$ cat config.mk
export PLATFORM = sky130hd
export DESIGN_NAME = miniblock_chunk_deframer_unit
export DESIGN_NICKNAME = d
export VERILOG_FILES = /design/src/rtl/mcdf_pkg.sv /design/src/rtl/miniblock_chunk_deframer_unit.sv
export SDC_FILE = /design/constraint.sdc
export NUM_CORES = 1
export LEC_CHECK = 0
export ABC_AREA = 1
export BUFFER_PORTS_ARGS = -buffer_cell sky130_fd_sc_hd__buf_2
export CAP_MARGIN = 0
export CORE_UTILIZATION = 50
export DETAILED_ROUTE_END_ITERATION = 6
export PLACE_DENSITY = 0.79
export SYNTH_ARGS = -nofsm -noshare
export SYNTH_HDL_FRONTEND = slang
export SYNTH_SLANG_ARGS = --single-unit
$ cat constraint.sdc
create_clock -name clk -period 2.23 [get_ports clk]
set_input_delay 0.223 -clock clk [delete_from_list [all_inputs] [get_ports clk]]
set_output_delay 0.223 -clock clk [all_outputs]
set_load 0.01 [all_outputs]
$ cat src/rtl/mcdf_pkg.sv
// Types and constants for the chunk deframer.
`default_nettype none

package mcdf_pkg;

	// Parsing phase of the deframer.
	typedef enum logic [1:0] {
		PH_HEADER = 2'd0,
		PH_DATA   = 2'd1,
		PH_ALIGN  = 2'd2,
		PH_ERROR  = 2'd3
	} phase_t;

	// Completion status reported with the final payload byte.
	typedef enum logic [2:0] {
		ST_OK      = 3'd0,
		ST_TRUNC   = 3'd1,
		ST_PREFIX  = 3'd2,
		ST_MARKER  = 3'd3,
		ST_EXCEEDS = 3'd4
	} status_t;

	// Header layout.
	localparam logic [7:0] MarkerByte = 8'hFE;
	localparam logic [2:0] HdrLastPos = 3'd7;
	localparam logic [2:0] HdrPrefix0 = 3'd0;
	localparam logic [2:0] HdrPrefix1 = 3'd1;
	localparam logic [2:0] HdrSizeLo  = 3'd2;
	localparam logic [2:0] HdrSizeHi  = 3'd3;
	localparam logic [2:0] HdrMarker0 = 3'd6;

endpackage

`default_nettype wire

$ cat src/rtl/miniblock_chunk_deframer_unit.sv
// Chunk deframer: strips 8-byte chunk headers and alignment padding from a byte stream.
// An accepted request is held in the input register; its result, if it has one, is then
// registered in the result register, from which it is taken.
// Throughput: one byte per cycle; the input register and the result register
// both advance whenever the result register is empty or being drained.
// Reset: arst_n asynchronously clears all valid flags and the parsing state
// (header phase, counters zero, no error); payload registers are not reset.
`default_nettype none

module miniblock_chunk_deframer_unit (
	input  wire logic        clk,
	input  wire logic        arst_n,
	// Input stream.
	input  wire logic        s_axis_tvalid,
	output logic             s_axis_tready,
	input  wire logic [7:0]  s_axis_tdata,   // [7:0] in_byte
	input  wire logic        s_axis_tlast,   // payload_last
	// Output stream.
	output logic             m_axis_tvalid,
	input  wire logic        m_axis_tready,
	output logic [15:0]      m_axis_tdata,   // [7:0] out_byte, [10:8] status, [15:11] zero
	output logic [1:0]       m_axis_tuser,   // [0] has_data, [1] chunk_last
	output logic             m_axis_tlast    // payload_done
);

	// Input stage.
	logic        valid_s1;
	logic [7:0]  byte_s1;
	logic        last_s1;

	// Parsing state.
	mcdf_pkg::phase_t  phase_q, phase_n;
	logic [2:0]        hdr_pos_q, hdr_pos_n;
	logic [7:0]        size_lo_q, size_lo_n;
	logic [15:0]       remain_q, remain_n;
	logic [2:0]        align_q, align_n;
	mcdf_pkg::status_t err_q, err_n;

	// Result of the current request.
	logic              has_data;
	logic [7:0]        obyte;
	logic              clast;
	mcdf_pkg::status_t status;
	logic              emit;

	// Output register.
	logic              out_valid_q;
	logic [7:0]        out_byte_q;
	logic [2:0]        out_status_q;
	logic              out_has_q;
	logic              out_clast_q;
	logic              out_done_q;

	logic out_free;
	logic advance;

	// Pipeline flow control.
	assign out_free      = !out_valid_q || m_axis_tready;
	assign advance       = valid_s1 && out_free;
	assign s_axis_tready = !valid_s1 || out_free;

	// Input register.
	always_ff @(posedge clk or negedge arst_n) begin
		if (!arst_n) begin
			valid_s1 <= 1'b0;
		end else if (s_axis_tready) begin
			valid_s1 <= s_axis_tvalid;
		end
	end

	always_ff @(posedge clk) begin
		if (s_axis_tready && s_axis_tvalid) begin
			byte_s1 <= s_axis_tdata;
			last_s1 <= s_axis_tlast;
		end
	end

	// Next-state logic for the parser.
	always_comb begin
		logic [2:0]  k;
		logic [15:0] rem_dec;
		logic [2:0]  al_inc;
		k         = hdr_pos_q;
		rem_dec   = remain_q - 16'd1;
		al_inc    = align_q + 3'd1;
		phase_n   = phase_q;
		hdr_pos_n = hdr_pos_q;
		size_lo_n = size_lo_q;
		remain_n  = remain_q;
		align_n   = align_q;
		err_n     = err_q;
		case (phase_q)
			mcdf_pkg::PH_HEADER: begin
				if ((k == mcdf_pkg::HdrPrefix0 || k == mcdf_pkg::HdrPrefix1)
				    && byte_s1 != 8'd0) begin
					err_n = mcdf_pkg::ST_PREFIX;
				end else if (k == mcdf_pkg::HdrSizeLo) begin
					size_lo_n = byte_s1;
				end else if (k == mcdf_pkg::HdrSizeHi) begin
					remain_n = {byte_s1, size_lo_q};
				end else if ((k == mcdf_pkg::HdrMarker0 || k == mcdf_pkg::HdrLastPos)
				             && byte_s1 != mcdf_pkg::MarkerByte) begin
					err_n = mcdf_pkg::ST_MARKER;
				end
				hdr_pos_n = k + 3'd1;
				if (err_n != mcdf_pkg::ST_OK) begin
					phase_n = mcdf_pkg::PH_ERROR;
				end else if (k == mcdf_pkg::HdrLastPos) begin
					align_n = 3'd0;
					phase_n = (remain_q != 16'd0) ? mcdf_pkg::PH_DATA : mcdf_pkg::PH_HEADER;
				end
			end
			mcdf_pkg::PH_DATA: begin
				remain_n = rem_dec;
				align_n  = al_inc;
				if (rem_dec == 16'd0) begin
					phase_n = (al_inc != 3'd0) ? mcdf_pkg::PH_ALIGN : mcdf_pkg::PH_HEADER;
				end
			end
			mcdf_pkg::PH_ALIGN: begin
				align_n = al_inc;
				if (al_inc == 3'd0) begin
					phase_n = mcdf_pkg::PH_HEADER;
				end
			end
			default: begin
				// Error kept; finish counting the header in which it arose.
				if (k != 3'd0) begin
					hdr_pos_n = k + 3'd1;
				end
			end
		endcase
		// The final byte returns the parser to its reset state.
		if (advance && last_s1) begin
			phase_n   = mcdf_pkg::PH_HEADER;
			hdr_pos_n = 3'd0;
			size_lo_n = 8'd0;
			remain_n  = 16'd0;
			align_n   = 3'd0;
			err_n     = mcdf_pkg::ST_OK;
		end
	end

	// Result logic for the parser.
	always_comb begin
		logic [2:0] k;
		logic       hdr_err;
		k        = hdr_pos_q;
		hdr_err  = 1'b0;
		has_data = 1'b0;
		obyte    = 8'd0;
		clast    = 1'b0;
		status   = mcdf_pkg::ST_OK;
		case (phase_q)
			mcdf_pkg::PH_HEADER: begin
				hdr_err = ((k == mcdf_pkg::HdrPrefix0 || k == mcdf_pkg::HdrPrefix1)
				           && byte_s1 != 8'd0)
				       || ((k == mcdf_pkg::HdrMarker0 || k == mcdf_pkg::HdrLastPos)
				           && byte_s1 != mcdf_pkg::MarkerByte);
				if (k != mcdf_pkg::HdrLastPos) begin
					status = mcdf_pkg::ST_TRUNC;
				end else if (hdr_err) begin
					status = mcdf_pkg::ST_MARKER;
				end else if (err_q != mcdf_pkg::ST_OK) begin
					status = err_q;
				end else if (remain_q != 16'd0) begin
					status = mcdf_pkg::ST_EXCEEDS;
				end
			end
			mcdf_pkg::PH_DATA: begin
				has_data = 1'b1;
				obyte    = byte_s1;
				clast    = (remain_q == 16'd1);
				status   = (remain_q != 16'd1) ? mcdf_pkg::ST_EXCEEDS : mcdf_pkg::ST_OK;
			end
			mcdf_pkg::PH_ALIGN: begin
				status = mcdf_pkg::ST_OK;
			end
			default: begin
				status = err_q;
				if (k != 3'd0 && k != mcdf_pkg::HdrLastPos) begin
					status = mcdf_pkg::ST_TRUNC;
				end
			end
		endcase
		emit = has_data || last_s1;
	end

	// Parsing state registers.
	always_ff @(posedge clk or negedge arst_n) begin
		if (!arst_n) begin
			phase_q   <= mcdf_pkg::PH_HEADER;
			hdr_pos_q <= 3'd0;
			size_lo_q <= 8'd0;
			remain_q  <= 16'd0;
			align_q   <= 3'd0;
			err_q     <= mcdf_pkg::ST_OK;
		end else if (advance) begin
			phase_q   <= phase_n;
			hdr_pos_q <= hdr_pos_n;
			size_lo_q <= size_lo_n;
			remain_q  <= remain_n;
			align_q   <= align_n;
			err_q     <= err_n;
		end
	end

	// Result register valid flag.
	always_ff @(posedge clk or negedge arst_n) begin
		if (!arst_n) begin
			out_valid_q <= 1'b0;
		end else if (out_free) begin
			out_valid_q <= advance && emit;
		end
	end

	// Result register payload.
	always_ff @(posedge clk) begin
		if (advance && emit) begin
			out_byte_q   <= obyte;
			out_has_q    <= has_data;
			out_clast_q  <= clast;
			out_done_q   <= last_s1;
			out_status_q <= last_s1 ? status : mcdf_pkg::ST_OK;
		end
	end

	// Output packing.
	assign m_axis_tvalid = out_valid_q;
	assign m_axis_tdata  = {5'd0, out_status_q, out_byte_q};
	assign m_axis_tuser  = {out_clast_q, out_has_q};
	assign m_axis_tlast  = out_done_q;

endmodule

`default_nettype wire

# Word-level counts from Yosys, hierarchy flattened
# Cells that the tools add are included.
[op_classes]
bitwise = 0
n_eq_ne = 21
reduce_logical = 38
addsub = 3
div_mod_pow = 0
shift = 0
mux = 39
magnitude_cmp = 0
multipliers = 0
[ops]
columns = ["op", "n"]
rows = [
  ["two-way mux 16 bit", 4],
  ["two-way mux 3 bit", 18],
  ["two-way mux 8 bit", 4],
  ["case mux 16 bit (2 select lines)", 1],
  ["!= test 3 bit (second input constant)", 8],
  ["nonzero test 3 bit", 7],
  ["== test 16 x 1 -> 1 bit (second input constant)", 1],
  ["logical NOT 16 bit", 1],
  ["!= test 16 x 1 -> 1 bit (second input constant)", 1],
  ["nonzero test 16 bit", 1],
  ["subtractor 16 x 1 -> 16 bit (second input constant)", 1],
  ["two-way mux 2 bit", 6],
  ["case mux 3 bit (2 select lines)", 2],
  ["AND reduction 5 bit", 2],
  ["case mux 3 bit (3 select lines)", 1],
  ["!= test 8 bit (second input constant)", 1],
  ["AND reduction 4 bit", 2],
  ["nonzero test 8 bit", 1],
  ["logical AND 1 bit", 7],
  ["adder 3 x 1 -> 3 bit (second input constant)", 2],
  ["== test 3 x 2 -> 1 bit (second input constant)", 2],
  ["== test 3 bit (second input constant)", 2],
  ["logical NOT 3 bit", 2],
  ["logical OR 1 bit", 6],
  ["other kinds (14)", 18],
]
[totals]
rom_bits = 0
mem_bits_rw = 0
output_inout_bits = 21
mem_count = 0
reg_bits = 60
input_bits = 13
latchBits = 0

# Logic depth before layout (Yosys ltp)
# Gate-level depths: netlist of run 1.
[logic_depth]
word_depth = 12
depth_mapped = 14

# Least setup slack after synthesis of run 1
# OpenSTA, ideal clock, no wires.
[synth_timing]
kind = "reg-to-reg"
startpoint = "register phase_q[1]"
endpoint = "register out_done_q (netlist: m_axis_tlast) (enable)"
stages_incl_launch_ff = 7
required_ns = 1.839
arrival_time_ns = 1.905
path_buffers = 2
period_less_slack_ns = 2.296
setup_time_ns = 0.391
path_slack_ns = -0.066
path_cell_list = "dfrtp_1 inv_1 ha_1 clkbuf_1 inv_1 clkbuf_1 a21oi_1"
[synth_between]
elab_chain_cells = 4
[synth_lines]
columns = ["element", "line", "text"]
rows = [
  ["start, declared", "miniblock_chunk_deframer_unit.sv:32", "mcdf_pkg::phase_t phase_q, phase_n;"],
  ["start signal, assigned", "miniblock_chunk_deframer_unit.sv:192", "phase_q <= mcdf_pkg::PH_HEADER;"],
  ["start signal, assigned", "miniblock_chunk_deframer_unit.sv:199", "phase_q <= phase_n;"],
  ["== test 2 x 1 -> 1 bit", "miniblock_chunk_deframer_unit.sv:154", "case (phase_q)"],
  ["two-way mux 1 bit", "miniblock_chunk_deframer_unit.sv:154", ""],
  ["named net has_data", "miniblock_chunk_deframer_unit.sv:40", "logic has_data;"],
  ["logical OR 1 bit", "miniblock_chunk_deframer_unit.sv:186", "emit = has_data || last_s1;"],
  ["logical AND 1 bit", "miniblock_chunk_deframer_unit.sv:219", "if (advance && emit) begin"],
  ["end signal, assigned", "miniblock_chunk_deframer_unit.sv:223", "out_done_q <= last_s1;"],
  ["end, declared", "miniblock_chunk_deframer_unit.sv:52", "logic out_done_q;"],
]
# The timed path passes the listed nets, and every way through them passes these cells.
# A chain may end at the register's enable or synchronous reset.

# Final worst setup path of run 1
[layout_timing]
startpoint = "register remain_q[1]"
endpoint = "register phase_q[0]"
[layout_between]
elab_chain_cells = 6
elab_cells_between_ends = 10
[layout_lines]
columns = ["element", "line", "text"]
rows = [
  ["start, declared", "miniblock_chunk_deframer_unit.sv:35", "logic [15:0] remain_q, remain_n;"],
  ["start signal, assigned", "miniblock_chunk_deframer_unit.sv:202", "remain_q <= remain_n;"],
  ["branches (longest 6 deep; another with subtractor 16 x 1 -> 16 bit)", "n/a", ""],
]
# Several ways; the timed one is not identified. The select of a mux whose other input is x is not followed.

==> results of run 1 <==
[flip-flops by register name (all words and copies together), names as in the netlist]
name	cells
remain_q	16
byte_s1	8
out_byte_q	8
size_lo_q	8
align_q	3
err_q	3
hdr_pos_q	3
out_status_q	3
phase_q	2
last_s1	1
m_axis_tlast	1
m_axis_tvalid	1
out_clast_q	1
out_has_q	1
valid_s1	1
[stage by stage]
| stage | area [um2] | std cells | util, % | hold WS [ns] |
|---|---|---|---|---|
| 2_1_floorplan | 3670 | 441 | - | -0.0726 |
| 3_3_place_gp | 3900 | 557 | 56.2 | 0.385 |
| 3_5_place_dp | 3900 | 557 | 56.2 | 0.380 |
| 4_1_cts | 4110 | 573 | 59.1 | 0.0124 |
| 5_1_grt | 4110 | 573 | 59.2 | 0.0353 |
| 6_report | 4110 | 573 | 59.2 | -0.0216 |
[cell families (layout without fill, tap and decap cells)]
group,Yosys count,count (layout)
AO/OA/AOI/OAI,74,74
XOR/XNOR,4,4
adder cells (fa/ha/maj),16,16
buffers and inverters,82,118
flip-flops,60,60
other,1,5
AND/OR/NAND/NOR,200,200
[per-layer routing]
| layer | part of all wire, % | wire length, um | GRT usage, % |
|---|---|---|---|
| met3 | 7.4 | 610 | 4.74 |
| met5 | 0 | 0 | 0 |
| met2 | 45 | 3700 | 37.2 |
| met4 | 2.0 | 166 | 11.5 |
| met1 | 46 | 3760 | 33.3 |
[power groups by stage]
stage	clock network [mW]	logic [mW]	registers, mW
finish	1.02	2.86	1.75
global route	1.08	3.21	1.78
CTS	1.02	2.82	1.74
detailed placement	0	2.81	1.75
global placement	0	2.74	1.74
floorplan	0	2.17	1.73
[worst max-delay path by stage]
stage	end	slack [ns]
6_report	phase_q[0]	0.22
2_1_floorplan	m_axis_tlast	0.21
3_5_place_dp	phase_q[0]	0.21
3_3_place_gp	phase_q[1]	0.27
4_1_cts	phase_q[0]	0.21
5_1_grt	phase_q[0]	0.05
[layout make-up]
class / instances / area share (%)
multi-input combinational: 299 / 41.6
sequential: 60 / 39.3
inverter: 68 / 6.39
timing repair buffer: 34 / 4.81
clock buffer: 12 / 3.78
tap: 96 / 2.92
clock inverter: 4 / 1.16
[worst reg2reg max path, stage by stage, from the launching register on]
cell and delay [ns]:
sky130_fd_sc_hd__dfrtp_1 0.36, sky130_fd_sc_hd__inv_1 0.21, sky130_fd_sc_hd__ha_2 0.32, sky130_fd_sc_hd__nand2_4 0.10, sky130_fd_sc_hd__o21ai_1 0.14, sky130_fd_sc_hd__nand2_1 0.08
sky130_fd_sc_hd__nor2_1 0.12, sky130_fd_sc_hd__nand2_1 0.06, sky130_fd_sc_hd__nor2_1 0.13, sky130_fd_sc_hd__nand2_1 0.12, sky130_fd_sc_hd__nand2_2 0.10, sky130_fd_sc_hd__nand2_2 0.05
sky130_fd_sc_hd__nand2_1 0.05, sky130_fd_sc_hd__nand2_1 0.04
[synth_stat cells, drive strengths merged, types with 2 or more instances]
cell and number:
nand2 111, inv 67, nor2 52, dfrtp 37
nand3 27, o21ai 25, edfxtp 23, a21oi 22
ha 16, buf 9, o22ai 9, o31ai 8
clkbuf 5, nand4 5, o2111ai 4, nor3 2
o211ai 2, or2 2, xnor2 2, xor2 2
[what timing repair did]
action	CTS	global route
resized for setup	0	1
setup endpoints to repair	0	1
hold buffers	0	0
==> impl_metrics.sql, run 1 <==
INSERT INTO impl_metrics (metric_group, metric, value, unit) VALUES
('outcome', 'run_status', 'complete, but fails checks', ''),
('outcome', 'failing_checks', 'hold timing', ''),
('sta', 'max_slew.worst_pin.slew', '0.843', 'ns'),
('sta', 'finalCritPeriodShare', '90.3', '%'),
('critical_path', 'worst_setup_path_type', 'reg2reg', ''),
('sta', 'finalSetupTns', '0', 'ns'),
('run', 'max_cap_violations', '0', ''),
('pwr', 'sw_pwr', '2.58', 'mW'),
('clock_tree', 'tritoncts.num_buffers', '9', ''),
('synth', 'asyncSetResetFlopFracSynth', '61.7', '%'),
('finish', 'area_occupied_by_multi_input_gates', '0.00171', 'mm2'),
('synth', 'synth.cell_area', '0.00365', 'mm2'),
('min_path', 'hold_path.class', 'in2async', ''),
('sta', 'maxClockFrequency', '497', 'MHz'),
('routing', 'detail_route.vias_per_cell', '5.30', ''),
('synth', 'synth_largest_area_cell', 'sky130_fd_sc_hd__dfrtp_1', ''),
('critical_path', 'critical_path.max_stage_delay', '0.36', 'ns'),
('finish', 'final_net_count', '501', ''),
('critical_path', 'worstSetupEndpointType', 'flop', ''),
('clock_tree', 'clock-root-buffer', 'sky130_fd_sc_hd__clkbuf_8', ''),
('synth', 'post_synth_inst_count', '437', ''),
('sta', 'hold_violations', '37', ''),
('synth', 'post_synthesis_sequential_area_ratio', '44.2', '%'),
('critical_path', 'critPathTopFamily', 'simple AND/OR/NAND/NOR gates', ''),
('pwr', 'powerDensity', '1370', 'mW/mm2'),
('sta', 'hold_slack', '-0.0216', 'ns'),
('synth', 'netlist_top_cells_area', 'sky130_fd_sc_hd__dfrtp_1, sky130_fd_sc_hd__edfxtp_1, sky130_fd_sc_hd__nand2_1, sky130_fd_sc_hd__inv_1, sky130_fd_sc_hd__ha_1', ''),
('critical_path', 'regToRegStartpoint', 'remain_q[1]', ''),
('routing', 'drc', '0', ''),
('placed_design', 'gpl.final_weighted_congestion', '0.949', ''),
('sta', 'maxSlewViolCount', '0', ''),
('synth', 'synth_simple_gate_area_share', '25.6', '%'),
('routing', 'total_number_of_vias', '3035', ''),
('floorplanning', 'core_region_area', '0.00694', 'mm2'),
('synth', 'synth_top_family_by_area', 'simple AND/OR/NAND/NOR gates', ''),
('finish', 'layout.filler_cells', '607', ''),
('pwr', 'leakagePower', '2.00', 'nW'),
('sta', 'timing.clock.skew', '0.00817', 'ns'),
('floorplanning', 'boundaryPins', '34', ''),
('synth', 'synthesized_area_per_cell', '8.36', 'um2'),
('grt', 'first_global_vias', '2923', ''),
('routing', 'route.detailed.wl_per_inst', '14.4', 'um'),
('critical_path', 'critical_path_cell_count', '13', ''),
('critical_path', 'master_of_the_slowest_instance_on_the_critical_path', 'sky130_fd_sc_hd__dfrtp_1', ''),
('synth', 'synthAdderAreaFrac', '5.48', '%'),
('floorplanning', 'fp.dieArea', '0.00766', 'mm2'),
('critical_path', 'worstSetupStartpointType', 'flop', ''),
('sta', 'slew_headroom', '43.8', '%'),
('critical_path', 'startpoint', 'remain_q[1]', ''),
('synth', 'synth.area.mux_share', '0', '%'),
('synth', 'ys.flop_type', 'sky130_fd_sc_hd__dfrtp_1', ''),
('synth', 'synth_cell_type_count', '44', ''),
('finish', 'diodes', '0', ''),
('floorplanning', 'std_cell_rows', '30', ''),
('critical_path', 'critical_path.reg2reg.endpoint', 'phase_q[0]', ''),
('synth', 'fraction_of_synthesized_cell_area_taken_by_the_top_area_cell_type', '25.3', '%'),
('synth', 'synth-xor-area-share', '0.959', '%'),
('finish', 'final_common_cell', 'sky130_fd_sc_hd__nand2_1', ''),
('sta', 'layout_setup_ws', '0.216', 'ns'),
('grt', 'grt_remaining_overflow', '0', ''),
('clock_tree', 'cts.path.max_buffers', '2', ''),
('pwr', 'switching_share', '45.9', '%'),
('critical_path', 'critPathMaxFanout', '7', ''),
('grt', 'largest_net_degree_at_the_start_of_global_routing', '38', ''),
('pwr', 'combPwrFrac', '50.9', '%'),
('pwr', 'power', '5.62', 'mW'),
('critical_path', 'worst_endpoint_data_arrival_time', '2.25', 'ns'),
('routing', 'finalWirelength', '8240', 'um'),
('critical_path', 'worstPathCellList', 'inv_1 -> ha_2 -> nand2_4 -> o21ai_1 -> nand2_1 -> nor2_1 -> nand2_1 -> nor2_1 -> nand2_1 -> nand2_2 -> nand2_2 -> nand2_1 -> nand2_1', ''),
('sta', 'rsz0062_at_grt', 'no', ''),
('critical_path', 'worst_path_required_time', '2.47', 'ns');
Note: power is estimated with default switching activity, not from simulation.
==> run 2: changes to the inputs <==
--- a/config.mk
+++ b/config.mk
@@ -8,9 +8,11 @@
 export ABC_AREA = 1
 export BUFFER_PORTS_ARGS = -buffer_cell sky130_fd_sc_hd__buf_2
 export CAP_MARGIN = 0
+export CORE_MARGIN = 10
 export CORE_UTILIZATION = 50
 export DETAILED_ROUTE_END_ITERATION = 6
 export PLACE_DENSITY = 0.79
+export SKIP_CTS_REPAIR_TIMING = 1
 export SYNTH_ARGS = -nofsm -noshare
 export SYNTH_HDL_FRONTEND = slang
 export SYNTH_SLANG_ARGS = --single-unit
==> run 2 against run 1 <==
The flow still finishes with violations (hold timing). Critical endpoint is now phase_q[1]. Via count shrank 0.96%. Cell count grew 0.17%. Maximum frequency grew 2.0%. Worst setup slack gained 0.039 ns. Critical path type unchanged. Die area grew 45%. Global-route usage shrank 7.8 points. Combinational power is essentially flat. Count of clock-buffer cells in the layout shrank 3.
==> impl_metrics.sql, run 2 (synthesized netlist as in run 1, its figures left out) <==
INSERT INTO impl_metrics (metric_group, metric, value, unit) VALUES
('outcome', 'run_status', 'complete, but fails checks', ''),
('outcome', 'failing_checks', 'hold timing', ''),
('clock_tree', 'cts_sinks', '60', ''),
('pwr', 'sw_pwr', '2.63', 'mW'),
('sta', 'maxClockFrequency', '506', 'MHz'),
('routing', 'drt_iter0_drc', '270', ''),
('routing', 'route.detailed.wl_per_inst', '15.3', 'um'),
('routing', 'drc', '0', ''),
('clock_tree', 'cts_htree_levels', '3', ''),
('finish', 'layout.area.seq', '0.00162', 'mm2'),
('finish', 'final_cell_mix', 'sky130_fd_sc_hd__nand2_1, sky130_fd_sc_hd__inv_1, sky130_fd_sc_hd__nor2_1, sky130_fd_sc_hd__dfrtp_1, sky130_fd_sc_hd__buf_2', ''),
('finish', 'final_core_utilization', '57.8', '%'),
('sta', 'rsz0062_at_grt', 'no', ''),
('floorplanning', 'die-width', '105', 'um'),
('pwr', 'leakagePower', '2.00', 'nW'),
('critical_path', 'worst_endpoint_data_arrival_time', '2.22', 'ns'),
('grt', 'grt_pass1_wl', '14800', 'um'),
('finish', 'layout.filler_cells', '646', ''),
('finish', 'area_occupied_by_multi_input_gates', '0.00171', 'mm2'),
('grt', 'number_of_antenna_violations_at_the_first_check_in_global_routing', '0', ''),
('min_path', 'hold_path.class', 'in2async', ''),
('floorplanning', 'std_cell_rows', '31', ''),
('sta', 'finalCritPeriodShare', '88.6', '%'),
('sta', 'hold_slack', '-0.0289', 'ns'),
('grt', 'largest_net_degree_at_the_start_of_global_routing', '38', ''),
('floorplanning', 'initial_core_util', '50.9', '%'),
('pwr', 'max-vdd-ir-drop', '0.000590', 'V'),
('grt', 'grt_remaining_overflow', '0', ''),
('finish', 'diodes', '0', ''),
('critical_path', 'worst_path_required_time', '2.47', 'ns'),
('placed_design', 'worst_slack_after_detailed_placement', '0.226', 'ns'),
('finish', 'post_route_cells_drive_above_1_share', '20.6', '%'),
('run', 'max_cap_violations', '0', ''),
('clock_tree', 'clock-root-buffer', 'sky130_fd_sc_hd__clkbuf_8', ''),
('finish', 'final_common_cell', 'sky130_fd_sc_hd__nand2_1', ''),
('clock_tree', 'worst_skew_pair.late_latency', '0.36', 'ns'),
('finish', 'max_flop_register', 'remain_q', ''),
('pwr', 'p_int', '3.29', 'mW'),
('placed_design', 'gpl.final_weighted_congestion', '0.940', ''),
('routing', 'final_antenna_net_count', '0', ''),
('sta', 'maxSlewViolCount', '0', ''),
('floorplanning', 'boundaryPins', '34', ''),
('grt', 'global_routing_usage_summed_across_all_routing_layers', '16.5', '%'),
('placed_design', 'numPortBuffers', '28', ''),
('pwr', 'clkPwrFrac', '22.5', '%'),
('clock_tree', 'cts_tree', 'built', ''),
('sta', 'final_setup_violation_count', '0', ''),
('critical_path', 'worstSetupStartpointType', 'flop', ''),
('pwr', 'switching_share', '44.4', '%'),
('pwr', 'combPwrFrac', '48.0', '%'),
('routing', 'detail_route.vias_per_cell', '5.24', ''),
('pwr', 'pwr-share-seq', '29.6', '%'),
('finish', 'largest_register_ffs', '16', ''),
('clock_tree', 'tritoncts.num_buffers', '9', ''),
('floorplanning', 'fp.dieArea', '0.0111', 'mm2'),
('clock_tree', 'clk_transition_reported_paths', '0.08', 'ns'),
('finish', 'final_net_count', '499', ''),
('placed_design', 'detailedPlacementHpwl', '6370', 'um'),
('floorplanning', 'core_region_area', '0.00718', 'mm2'),
('grt', 'first_global_vias', '3034', ''),
('routing', 'total_number_of_vias', '3006', ''),
('routing', 'drt_pre_antenna_iters', '5', ''),
('sta', 'finalWorstPathRequiredPeriod', '1.97', 'ns'),
('sta', 'max_slew.worst_pin.slew', '0.873', 'ns'),
('sta', 'timing.clock.skew', '0.00903', 'ns'),
('clock_tree', 'cts.path.max_buffers', '2', ''),
('critical_path', 'worstSetupEndpointType', 'flop', ''),
('sta', 'finalSetupTns', '0', 'ns'),
('floorplanning', 'die_height', '105', 'um'),
('critical_path', 'critPathMaxFanout', '7', ''),
('pwr', 'powerDensity', '1430', 'mW/mm2'),
('critical_path', 'worst_setup_path_type', 'reg2reg', ''),
('finish', 'area_growth_syn_to_layout', '13.4', '%'),
('sta', 'layout_setup_ws', '0.255', 'ns'),
('sta', 'hold_violations', '29', ''),
('pwr', 'power', '5.92', 'mW'),
('routing', 'finalWirelength', '8780', 'um'),
('sta', 'slew_headroom', '41.8', '%');
run 2: cell types whose count changed in the layout (fill, tap and decap cells not counted):
cell and change:
sky130_fd_sc_hd__clkinv_1 +1, sky130_fd_sc_hd__buf_12 -1, sky130_fd_sc_hd__clkinvlp_4 +1, sky130_fd_sc_hd__clkbuf_8 -2, sky130_fd_sc_hd__clkbuf_1 -1, sky130_fd_sc_hd__clkinv_2 -2, sky130_fd_sc_hd__buf_4 -1, sky130_fd_sc_hd__bufinv_16 +3
run 2: area by class of cell:
class                      instances  share of cell area [%]
timing repair buffer              32                    4.11
tap                               99                    2.99
inverter                          68                    6.34
sequential                        60                    39.0
clock buffer                       9                    2.99
multi-input combinational        299                    41.2
clock inverter                     7                    3.35
run 2: final timing paths:
path	start	to	slack, ns	depth (start not counted)
setup / recovery	remain_q[1]	phase_q[1]	0.26	13
hold / removal	arst_n	remain_q[10]	-0.03	1
setup reg to reg	remain_q[1]	phase_q[1]	0.26	13
hold reg to reg	size_lo_q[3]	size_lo_q[3]	0.48	2
max in group asynchronous	arst_n	align_q[1]	1.69	1
min in group clk	s_axis_tdata[3]	byte_s1[3]	0.03	1
run 2: routing by layer:
layer	vias up	track usage (%)	part of all wire, %
met2	121	25.9	45
met3	15	3.84	7.2
li1	1481	-	-
met1	1389	21.2	46
met4	0	7.93	2.1
met5	-	0	0
run 2: metrics by stage:
step,instances,area (um2)
2_1_floorplan,441,3670
3_3_place_gp,558,3880
3_5_place_dp,558,3880
4_1_cts,574,4140
5_1_grt,574,4150
6_report,574,4150
run 2: worst max-delay path, stage by stage, from the launching register on:
cell and delay [ns]:
sky130_fd_sc_hd__dfrtp_1 0.37, sky130_fd_sc_hd__inv_1 0.21, sky130_fd_sc_hd__ha_2 0.32, sky130_fd_sc_hd__nand2_4 0.10, sky130_fd_sc_hd__nor2_4 0.13, sky130_fd_sc_hd__nand2_1 0.07
sky130_fd_sc_hd__nand2_1 0.09, sky130_fd_sc_hd__nand4_1 0.11, sky130_fd_sc_hd__nor2_1 0.12, sky130_fd_sc_hd__nand2_1 0.10, sky130_fd_sc_hd__nand2_2 0.09, sky130_fd_sc_hd__nand2_2 0.05
sky130_fd_sc_hd__nand2_1 0.05, sky130_fd_sc_hd__nand2_1 0.05
run 2: power groups by stage:
stage / combinational [mW] / sequential [mW] / clock [mW]
finish: 2.84 / 1.75 / 1.33
global route: 3.20 / 1.79 / 1.38
CTS: 2.81 / 1.74 / 1.33
detailed placement: 2.78 / 1.76 / 0
global placement: 2.73 / 1.74 / 0
floorplan: 2.17 / 1.73 / 0
==> run 3: changes to the inputs <==
--- a/config.mk
+++ b/config.mk
@@ -5,7 +5,6 @@
 export SDC_FILE = /design/constraint.sdc
 export NUM_CORES = 1
 export LEC_CHECK = 0
-export ABC_AREA = 1
 export BUFFER_PORTS_ARGS = -buffer_cell sky130_fd_sc_hd__buf_2
 export CAP_MARGIN = 0
 export CORE_MARGIN = 10
==> run 3 against run 2 <==
Maximum frequency decreased by 9.4%. Count of clock-buffer cells in the layout increased by 2. Worst setup slack got worse by 0.20 ns. Highest routed layer unchanged. Global-route usage increased by 0.64 points. Non-clock buffer count increased by 37. Cell area increased by 0.42%. Synthesized cell count decreased by 21%. The flow still finishes with violations (hold timing).
==> impl_metrics.sql, run 3 <==
INSERT INTO impl_metrics (metric_group, metric, value, unit) VALUES
('routing', 'drt_iter0_drc', '390', ''),
('synth', 'fraction_of_synthesized_cell_area_taken_by_the_top_area_cell_type', '26.8', '%'),
('routing', 'route.detailed.wl_per_inst', '17.2', 'um'),
('routing', 'drt_pre_antenna_iters', '5', ''),
('pwr', 'sw_pwr', '2.16', 'mW'),
('floorplanning', 'std_cell_rows', '30', ''),
('critical_path', 'worstSetupStartpointType', 'flop', ''),
('sta', 'timing.clock.skew', '0.00751', 'ns'),
('synth', 'synth_cell_type_count', '64', ''),
('critical_path', 'worstPathCellList', 'inv_4 -> ha_4 -> or3b_4 -> o21a_1 -> a2111oi_2 -> and4_1 -> o21ai_2 -> a22o_2', ''),
('synth', 'netlist_top_cells_area', 'sky130_fd_sc_hd__dfrtp_1, sky130_fd_sc_hd__edfxtp_1, sky130_fd_sc_hd__o21ai_0, sky130_fd_sc_hd__ha_1, sky130_fd_sc_hd__nand2_1', ''),
('critical_path', 'regToRegStartpoint', 'remain_q[0]', ''),
('critical_path', 'worst_endpoint_data_arrival_time', '2.42', 'ns'),
('clock_tree', 'cts_sinks', '60', ''),
('grt', 'grt_remaining_overflow', '0', ''),
('critical_path', 'critical_path.max_stage_delay', '0.43', 'ns'),
('critical_path', 'critical_path.reg2reg.endpoint', 'phase_q[1]', ''),
('critical_path', 'worst_setup_path_type', 'reg2reg', ''),
('critical_path', 'path_buf_inv', '1', ''),
('floorplanning', 'die-width', '103', 'um'),
('min_path', 'hold_path.class', 'in2async', ''),
('sta', 'slew_headroom', '43.0', '%'),
('clock_tree', 'clock-root-buffer', 'sky130_fd_sc_hd__clkbuf_8', ''),
('sta', 'rsz0062_at_grt', 'yes', ''),
('finish', 'final_common_cell', 'sky130_fd_sc_hd__o21ai_0', ''),
('clock_tree', 'clk_transition_reported_paths', '0.07', 'ns'),
('pwr', 'pwr-share-seq', '30.4', '%'),
('routing', 'drc', '0', ''),
('pwr', 'leakagePower', '1.81', 'nW'),
('routing', 'final_antenna_net_count', '0', ''),
('routing', 'detail_route.vias_per_cell', '5.96', ''),
('floorplanning', 'core_region_area', '0.00676', 'mm2'),
('critical_path', 'worstSetupEndpointType', 'flop', ''),
('pwr', 'powerDensity', '1320', 'mW/mm2'),
('critical_path', 'critPathTopFamily', 'compound AO/OA/AOI/OAI gates', ''),
('pwr', 'clkPwrFrac', '19.6', '%'),
('outcome', 'run_status', 'complete, but fails checks', ''),
('critical_path', 'r2r_cells', '8', ''),
('finish', 'final_core_utilization', '61.6', '%'),
('floorplanning', 'die_height', '103', 'um'),
('finish', 'diodes', '0', ''),
('sta', 'max_slew.worst_pin.slew', '0.856', 'ns'),
('sta', 'maxSlewViolCount', '0', ''),
('sta', 'maxClockFrequency', '459', 'MHz'),
('pwr', 'p_int', '3.33', 'mW'),
('finish', 'max_flop_register', 'remain_q', ''),
('routing', 'finalWirelength', '8450', 'um'),
('sta', 'hold_violations', '25', ''),
('grt', 'global_routing_usage_summed_across_all_routing_layers', '17.2', '%'),
('pwr', 'switching_share', '39.3', '%'),
('synth', 'asyncSetResetFlopFracSynth', '61.7', '%'),
('floorplanning', 'initial_core_util', '51.1', '%'),
('synth', 'synth-seq-cells', '60', ''),
('sta', 'layout_setup_ws', '0.0503', 'ns'),
('grt', 'grt_pass1_wl', '14000', 'um'),
('placed_design', 'numPortBuffers', '28', ''),
('outcome', 'failing_checks', 'hold timing', ''),
('critical_path', 'ff2ff_setup_slack', '0.05', 'ns'),
('sta', 'final_setup_violation_count', '0', ''),
('synth', 'post_synth_inst_count', '345', ''),
('floorplanning', 'boundaryPins', '34', ''),
('finish', 'final_net_count', '436', ''),
('floorplanning', 'fp.dieArea', '0.0106', 'mm2'),
('critical_path', 'critPathMaxFanout', '4', ''),
('clock_tree', 'tritoncts.num_buffers', '9', ''),
('sta', 'finalCritPeriodShare', '97.7', '%'),
('clock_tree', 'worst_skew_pair.late_latency', '0.35', 'ns'),
('synth', 'synthesized_area_per_cell', '10.0', 'um2'),
('critical_path', 'worst_path_required_time', '2.47', 'ns'),
('pwr', 'power', '5.48', 'mW'),
('synth', 'ys.flop_type', 'sky130_fd_sc_hd__dfrtp_1', ''),
('finish', 'largest_register_ffs', '16', ''),
('finish', 'post_route_cells_drive_above_1_share', '26.9', '%'),
('synth', 'synth_largest_area_cell', 'sky130_fd_sc_hd__dfrtp_1', ''),
('synth', 'synth_edf_count', '23', ''),
('synth', 'synth.cells.most_frequent', 'sky130_fd_sc_hd__o21ai_0, sky130_fd_sc_hd__dfrtp_1, sky130_fd_sc_hd__edfxtp_1, sky130_fd_sc_hd__nand2_1, sky130_fd_sc_hd__nor2_1', ''),
('pwr', 'max-vdd-ir-drop', '0.000469', 'V'),
('finish', 'final_cell_mix', 'sky130_fd_sc_hd__o21ai_0, sky130_fd_sc_hd__buf_4, sky130_fd_sc_hd__dfrtp_1, sky130_fd_sc_hd__buf_2, sky130_fd_sc_hd__edfxtp_1', ''),
('synth', 'post_synthesis_sequential_area_ratio', '46.8', '%'),
('sta', 'finalWorstPathRequiredPeriod', '2.18', 'ns'),
('grt', 'largest_net_degree_at_the_start_of_global_routing', '38', ''),
('sta', 'finalSetupTns', '0', 'ns'),
('routing', 'total_number_of_vias', '2932', ''),
('run', 'max_cap_violations', '0', ''),
('placed_design', 'gpl.final_weighted_congestion', '0.980', ''),
('pwr', 'combPwrFrac', '50.0', '%'),
('finish', 'area_growth_syn_to_layout', '20.5', '%'),
('synth', 'synth_warnings', '0', ''),
('synth', 'synth.cell_area', '0.00345', 'mm2'),
('sta', 'hold_slack', '-0.00722', 'ns'),
('grt', 'first_global_vias', '2845', ''),
('placed_design', 'worst_slack_after_detailed_placement', '-0.0258', 'ns'),
('clock_tree', 'cts.path.max_buffers', '2', ''),
('clock_tree', 'cts_htree_levels', '3', ''),
('critical_path', 'master_of_the_slowest_instance_on_the_critical_path', 'sky130_fd_sc_hd__dfrtp_2', ''),
('clock_tree', 'cts_tree', 'built', ''),
('synth', 'yosys.cell_count.top_type', 'sky130_fd_sc_hd__o21ai_0', ''),
('placed_design', 'detailedPlacementHpwl', '6240', 'um'),
('grt', 'number_of_antenna_violations_at_the_first_check_in_global_routing', '0', '');
run 3: power groups by stage:
stage | clock, mW | sequential (mW) | combinational, mW
after floorplan | 0 | 1.63 | 1.71
after detailed placement | 0 | 1.68 | 2.52
final | 1.08 | 1.67 | 2.74
after global routing | 1.15 | 1.70 | 3.00
after global placement | 0 | 1.66 | 2.46
after CTS | 1.10 | 1.65 | 2.54
run 3: cells by family (layout without fill, tap and decap cells):
logic type	after synthesis	in the layout	share of synthesized area [%]
adder cells (fa/ha/maj)	16	16	5.80
buffers and inverters	36	99	5.62
XOR/XNOR	4	4	1.01
AO/OA/AOI/OAI	102	102	18.9
AND/OR/NAND/NOR	119	119	19.7
other	1	5	0.109
multiplexers	7	7	2.03
flip-flops	60	60	46.8
run 3: area by class of cell:
cell class | instances | area (um2)
clock inverters | 5 | 76.3
well taps | 80 | 100
inverters | 14 | 55.1
fillers | 542 | 2590
multi-input cells | 253 | 1720
repair buffers | 69 | 452
flip-flops and latches | 60 | 1620
clock buffers | 11 | 141
run 3: worst max-delay path by stage:
stage	start	end	depth (start not counted)
final	remain_q[0]	phase_q[1]	8
after global routing	phase_q[0]	align_q[2]	8
after CTS	hdr_pos_q[0]	align_q[2]	8
after detailed placement	hdr_pos_q[0]	align_q[2]	8
after global placement	hdr_pos_q[0]	align_q[2]	8
after floorplan	remain_q[0]	phase_q[1]	9
run 3: per-stage QoR:
step / instance area [um2] / cells / hold WS, ns
after global placement: 3880 / 475 / 0.372
final: 4160 / 492 / -0.00722
after detailed placement: 3880 / 475 / 0.389
after CTS: 4100 / 491 / 0.0147
after global routing: 4160 / 492 / 0.0455
after floorplan: 3480 / 349 / -0.0726
run 3: layer usage:
layer,vias up,GRT usage [%],wire [um]
li1,1392,-,-
met4,0,8.88,195
met3,18,4.02,676
met1,1397,22.6,3750
met5,-,0,0
met2,125,25.7,3840
